[src/sv/bfsa_pkg.sv]
`default_nettype none
package bfsa_pkg;
    typedef enum logic [1:0] {
        FUNC_ALLOC  = 2'd0,
        FUNC_FREE   = 2'd1,
        FUNC_INIT   = 2'd2,
        FUNC_NONE   = 2'd3
    } func_t;

    typedef enum logic [1:0] {
        ST_DONE    = 2'd0,
        ST_NOFIT   = 2'd1,
        ST_BADFREE = 2'd2
    } status_t;

    localparam logic CFG_HEAP_BASE   = 1'b0;
    localparam logic CFG_HEAP_LENGTH = 1'b1;
    localparam logic [31:0] RESET_HEAP_BASE   = 32'd65536;
    localparam logic [31:0] RESET_HEAP_LENGTH = 32'd65536;

    // controller -> datapath commands
    typedef struct packed {
        logic load;       // latch request
        logic scan_start; // clear scan index and best tracking
        logic rd;         // issue table read at scan index
        logic eval;       // evaluate returned entry
        logic commit;     // write granted entry / free entry
        logic shift_rd;   // read entry below shift index
        logic shift_wr;   // write it one place up
        logic ins;        // write split entry
        logic init_wr;    // write init entry at init index
        logic init_done;  // set count to one
        logic done;       // form result
    } cmd_t;

    typedef struct packed {
        logic scan_last;  // scan index at last valid entry
        logic found;      // free scan or fit found
        logic do_split;   // split condition
        logic shift_end;  // shift index reached best+1
        logic init_last;  // init index at last entry
        func_t func;
    } sts_t;
endpackage
`default_nettype wire

[src/sv/bfsa_ctrl.sv]
`default_nettype none
module bfsa_ctrl (
    input  wire logic           clk,
    input  wire logic           rst_n,
    input  wire logic           in_valid,
    output logic                in_ready,
    output logic                out_valid,
    input  wire logic           out_ready,
    output bfsa_pkg::cmd_t      cmd,
    input  wire bfsa_pkg::sts_t sts
);
    typedef enum logic [9:0] {
        S_IDLE   = 10'b0000000001,
        S_DEC    = 10'b0000000010,
        S_RD     = 10'b0000000100,
        S_EVAL   = 10'b0000001000,
        S_COMMIT = 10'b0000010000,
        S_SHRD   = 10'b0000100000,
        S_SHWR   = 10'b0001000000,
        S_INIT   = 10'b0010000000,
        S_DONE   = 10'b0100000000,
        S_OUT    = 10'b1000000000
    } state_t;

    state_t state_reg, state_next;
    logic   split_reg, split_next;
    logic   boot_reg, boot_next;

    always_comb
    begin
        cmd = '0;
        state_next = state_reg;
        split_next = split_reg;
        boot_next = boot_reg;
        in_ready = 1'b0;
        out_valid = 1'b0;
        unique case (state_reg)
            S_IDLE:
            begin
                in_ready = 1'b1;
                if (in_valid)
                begin
                    cmd.load = 1'b1; cmd.scan_start = 1'b1;
                    split_next = 1'b0;
                    state_next = S_DEC;
                end
            end
            S_DEC:
                unique case (sts.func) inside
                    bfsa_pkg::FUNC_ALLOC, bfsa_pkg::FUNC_FREE: state_next = S_RD;
                    bfsa_pkg::FUNC_INIT: state_next = S_INIT;
                    default: state_next = S_DONE;
                endcase
            S_RD:
            begin
                cmd.rd = 1'b1; state_next = S_EVAL;
            end
            S_EVAL:
            begin
                cmd.eval = 1'b1;
                state_next = sts.scan_last ? S_COMMIT : S_RD;
            end
            S_COMMIT:
                if (!sts.found) state_next = S_DONE;
                else
                begin
                    cmd.commit = 1'b1;
                    if (sts.func == bfsa_pkg::FUNC_ALLOC && sts.do_split)
                    begin
                        split_next = 1'b1; state_next = S_SHRD;
                    end else state_next = S_DONE;
                end
            S_SHRD:
                if (sts.shift_end) state_next = S_DONE;
                else
                begin
                    cmd.shift_rd = 1'b1; state_next = S_SHWR;
                end
            S_SHWR:
            begin
                cmd.shift_wr = 1'b1; state_next = S_SHRD;
            end
            S_INIT:
            begin
                cmd.init_wr = 1'b1;
                if (sts.init_last)
                begin
                    // the pass after reset gives no result
                    cmd.init_done = 1'b1; boot_next = 1'b0;
                    state_next = boot_reg ? S_IDLE : S_DONE;
                end
            end
            S_DONE:
            begin
                cmd.done = 1'b1;
                cmd.ins = split_reg;
                state_next = S_OUT;
            end
            S_OUT:
            begin
                out_valid = 1'b1;
                if (out_ready) state_next = S_IDLE;
            end
            default: state_next = S_IDLE;
        endcase
    end

    always_ff @(posedge clk or negedge rst_n)
    begin
        if (!rst_n)
        begin
            state_reg <= S_INIT; split_reg <= 1'b0; boot_reg <= 1'b1;
        end else
        begin
            state_reg <= state_next; split_reg <= split_next; boot_reg <= boot_next;
        end
    end

    a_no_overlap: assert property (@(posedge clk) disable iff (!rst_n)
        !(in_ready && out_valid))
        else $error("accept while result pending");
    a_out_hold: assert property (@(posedge clk) disable iff (!rst_n)
        out_valid && !out_ready |=> out_valid)
        else $error("result dropped");
    a_done_out: assert property (@(posedge clk) disable iff (!rst_n)
        cmd.done |=> out_valid)
        else $error("result not presented");
endmodule
`default_nettype wire

[config.mk]
export PLATFORM = sky130hd
export DESIGN_NAME = bfsa_ctrl
export DESIGN_NICKNAME = d
export VERILOG_FILES = /design/src/sv/bfsa_pkg.sv /design/src/sv/bfsa_ctrl.sv
export SDC_FILE = /design/constraint.sdc
export NUM_CORES = 1
export LEC_CHECK = 0
export BUFFER_PORTS_ARGS = -buffer_cell sky130_fd_sc_hd__buf_2
export CAP_MARGIN = 10
export CORE_AREA = 4 4 44 55
export CTS_BUF_LIST = sky130_fd_sc_hd__clkbuf_16
export CTS_CLUSTER_DIAMETER = 50
export CTS_CLUSTER_SIZE = 12
export DETAILED_ROUTE_END_ITERATION = 8
export DIE_AREA = 0 0 48 59
export PLACE_DENSITY = 0.74
export SKIP_CTS_REPAIR_TIMING = 1
export SLEW_MARGIN = 20
export SYNTH_ARGS = -nofsm -noshare
export SYNTH_HDL_FRONTEND = slang
export SYNTH_SLANG_ARGS = --single-unit
[constraint.sdc]
create_clock -name clk -period 1.7 [get_ports clk]
set_input_delay 0.085 -clock clk [delete_from_list [all_inputs] [get_ports clk]]
set_output_delay 0.085 -clock clk [all_outputs]
set_load 0.1 [all_outputs]
Yosys cells after proc, flatten, opt, wreduce, memory -nomap -nowiden

Cells that the tools add are included.

Multiplexer cells: 29
Eq/ne operators: 17
Reductions and logical operators: 7

Operators by type and width:

| kind                   | number |
|---|---|
| $pmux W10 S10          | 1 |
| $mux W10               | 4 |
| $mux W9                | 3 |
| $pmux W9 S2            | 1 |
| $mux W1                | 15 |
| $eq A10 B1 Y1 const B  | 1 |
| $eq A10 B10 Y1 const B | 1 |
| $eq A10 B2 Y1 const B  | 1 |
| $eq A10 B3 Y1 const B  | 1 |
| $eq A10 B4 Y1 const B  | 1 |
| $eq A10 B5 Y1 const B  | 1 |
| $eq A10 B6 Y1 const B  | 1 |
| $eq A10 B7 Y1 const B  | 1 |
| $eq A10 B8 Y1 const B  | 1 |
| $eq A10 B9 Y1 const B  | 1 |
| $ne A2 B2 Y1 const B   | 5 |
| $mux W2                | 3 |
| $mux W5                | 1 |
| $reduce_and A4 Y1      | 1 |
| $reduce_and A3 Y1      | 1 |
| $eq A2 B1 Y1 const B   | 1 |
| $eq A2 B2 Y1 const B   | 1 |
| $logic_not A2 Y1       | 1 |
| $pmux W1 S2            | 1 |
| other kinds (4)        | 4 |

Output and inout bits: 13
Word-level logic and storage cells: 56
Input port bits: 11
Bits in registers: 12

Depth between registers and ports, before layout

Word-level depth: 5
Gate-level depth with buffers: 6
Depth with buffers taken out: 5

Worst setup path after synthesis

No wires, ideal clock.

Path kind: reg2out
Start point: register state_reg[0]
End point: output cmd[5] in the netlist's numbering
Data required time: 1,615 ps
Cell stages (with the launch flop): 4
Buffers on the path: 0
Setup slack: -2,240 ps
Arrival: 3,855 ps
Cells stage by stage: dfrtp_1 nor2_2 nand2_1 nor4b_1

RTL lines:

| item                     | RTL line         | text |
|---|---|---|
| start: declaration       | bfsa_ctrl.sv:25  | `state_t state_reg, state_next;` |
| start signal: assignment | bfsa_ctrl.sv:115 | `state_reg <= state_next; split_reg <= split_next; boot_reg <= boot_next;` |
| end: declaration         | bfsa_ctrl.sv:9   | `output bfsa_pkg::cmd_t cmd,` |

==> run_results.csv <==
group,metric,value,unit
routing,detail_route.first_pass.iterations,4,
cts,clkLatencyLatePin,240,ps
sta,final_max_slew_viol_count,0,
routing,dr.first_iter.drc_count,45,
cts,cts_root_buf,"clkbuf_16",
sta,hold_ws,64.7,ps
finish,drive_gt1_frac,0.705,
floorplanning,coreArea,1940,µm²
sta,timing.fmax,0.522,GHz
finish,layout_common_cells,"buf_4, buf_12, buf_2",
cts,cts_buffers,3,
grt,grt_most_used_layer,"met2",
cts,cts_tree,"built",
routing,viasPerCell,6.01,
finish,fin_area,1650,µm²
finish,final_common_cell,"buf_4",
finish,syn_to_final_growth,77.9,%
pwr,peakVddDrop,2200,µV
grt,met3_usage,0.0395,
place,place_area,1280,µm²
outcome,violations,"negative setup slack",
setup_path,endpoint_kind,"output pin",
finish,num_antenna_cells,0,
setup_path,path_class,"flop to output pin",
finish,multi_input_area,657,µm²
hold_path,worstHoldStart,"out_ready",
routing,vias,956,
finish,layout.cells.non_filler,159,
hold_path,hold_path_end,"state_reg[9]",
hold_path,hold_path_class,"primary input to flop",
pwr,power.density,1400,nW/µm²
cts,cts.path.max_buffers,2,
logic_synthesis,yosys.area.top_type,"dfrtp_1",
place,placed_cells,133,
hold_path,holdPathStages,2,
logic_synthesis,synth_area_leaders,"dfrtp_1, dfstp_2, nor4b_1",
sta,clock_skew,4.21,ps
setup_path,worstPathCellList,"nor4_4, buf_4, nand3_4, nor3b_4, buf_12",
logic_synthesis,syn_area_per_cell,10.4,µm²
sta,max_slew_margin,0.663,
floorplanning,io_pins,24,
setup_path,cp.required,1620,ps
logic_synthesis,synth_edf_count,0,
logic_synthesis,yosysTopAreaCellShare,0.271,
grt,grt_pass1_wl,4.17,mm
cts,htree_levels,1,
floorplanning,row_count,18,
setup_path,critPathLaunchType,"flop",
setup_path,rr_startpoint,"state_reg[5]",
logic_synthesis,yosys_warnings,0,
setup_path,slowest_stage,"dfrtp_2",
finish,fill_cells,84,
grt,antenna_found_initial,0,
setup_path,critPathMaxStageDelay,460,ps
finish,layout.nets,151,
setup_path,crit_fanout,5,
logic_synthesis,synth_flop_cell,"dfrtp_1",
logic_synthesis,synth.distinct_cells,41,
sta,hold_violations,0,
sta,rsz0062_at_grt,"yes",
floorplanning,die_height,59,µm
outcome,status,"finished, violations left",
logic_synthesis,ys_seq_area_frac,0.327,
cts,cts_sinks,12,
logic_synthesis,netlist_area,925,µm²
sta,period_share,1.13,
logic_synthesis,synth_nets,100,
logic_synthesis,synthArstFlopShare,1.00,
routing,wl,3.19,mm
grt,grt_use_met2,0.312,
grt,grtUsageTotal,0.206,
place,place.gp.congestion,0.871,
logic_synthesis,ys_ff_latch,12,
setup_path,worstPathArrival,1830,ps
grt,grt_use_met1,0.258,
sta,setup_slack,-214,ps
routing,ant_nets,0,
grt,grt_overflow,0,
grt,first_global_vias,887,
flow_run,cap_violations,0,
cts,clk_pin_slew,50,ps
finish,largest_register_ffs,10,
place,portBuffers,23,
sta,min_period,1910,ps
routing,post-route-drc-count,0,
floorplanning,start_util,0.477,
pwr,power.leakage,0.000706,µW
floorplanning,die_w,48,µm
place,dp.final_hpwl,1.76,mm
setup_path,r2r_slack,-100,ps
setup_path,reg2regPathDepth,7,
sta,worst_slew_pin_slew,499,ps
sta,finalSetupTns,-1300,ps
grt,grt_max_degree,13,
sta,finalSetupViolCount,11,
logic_synthesis,syn-instance-count,89,
floorplanning,die_area,2830,µm²
finish,seqCellArea,312,µm²
setup_path,reg2reg_to,"state_reg[2]",
routing,wl_per_cell,20.1,µm
[synth_stat cells, types with 2 or more instances]
cell type	number
dfrtp_1	10
inv_1	6
nand2_1	6
nor4b_1	6
and2_1	5
nor2_1	4
buf_6	3
nor2_4	3
a221oi_2	2
a31oi_1	2
a32oi_1	2
and4bb_2	2
buf_4	2
dfstp_2	2
nand2_2	2
nand2b_1	2
nor2_2	2
nor2b_1	2
nor3_1	2
nor3b_1	2
nor4b_4	2
[logic make-up (layout without fill, tap and decap cells)]
| logic type | count (synthesis) | count (layout) | synth area share |
|---|---|---|---|
| buf+inv | 12 | 62 | 0.0812 |
| flops | 12 | 12 | 0.327 |
| mux | 1 | 1 | 0.0122 |
| simple gates | 49 | 49 | 0.433 |
| compound gates | 14 | 14 | 0.137 |
| xor+xnor | 1 | 1 | 0.00947 |
[metrics by stage]
stage           util  total power, µW  worst slack (ps)
2_1_floorplan      -             1220             -1050
3_3_place_gp   0.663             1530              66.2
3_5_place_dp   0.663             1550             -37.6
4_1_cts        0.704             2000              -246
5_1_grt        0.849             2400              -295
6_report       0.849             2310              -214
[routing by layer]
metal,share of wire,wire length [µm]
met5,0,0
met4,0.039,125
met3,0.048,154
met2,0.51,1640
met1,0.40,1270
[worst max-delay path: cells and delay by family (launching register included)]
kind	cells	cell delay [ps]
simple gates	3	720
buf+inv	2	400
flops	1	460
[where the power goes]
part | internal, µW | switching [µW]
Sequential | 347 | 104
Combinational | 630 | 786
Clock | 310 | 128
Total | 1290 | 1020
[worst max path at each step]
stage,startpoint,endpoint,cells after the start
2_1_floorplan,state_reg[5],cmd[10],5
3_5_place_dp,state_reg[7],state_reg[0],5
6_report,state_reg[5],cmd[7],5
3_3_place_gp,state_reg[4],cmd[3],5
4_1_cts,state_reg[4],cmd[3],5
5_1_grt,state_reg[5],cmd[7],5
[final cells by class]
cell class | count | area share
Clock buffer | 3 | 0.0456
Tap cell | 20 | 0.0152
Timing Repair Buffer | 51 | 0.330
Inverter | 7 | 0.0183
Multi-Input combinational cell | 65 | 0.399
Clock inverter | 1 | 0.00228
Sequential cell | 12 | 0.189
No activity file was read; power rests on OpenSTA's default activity.
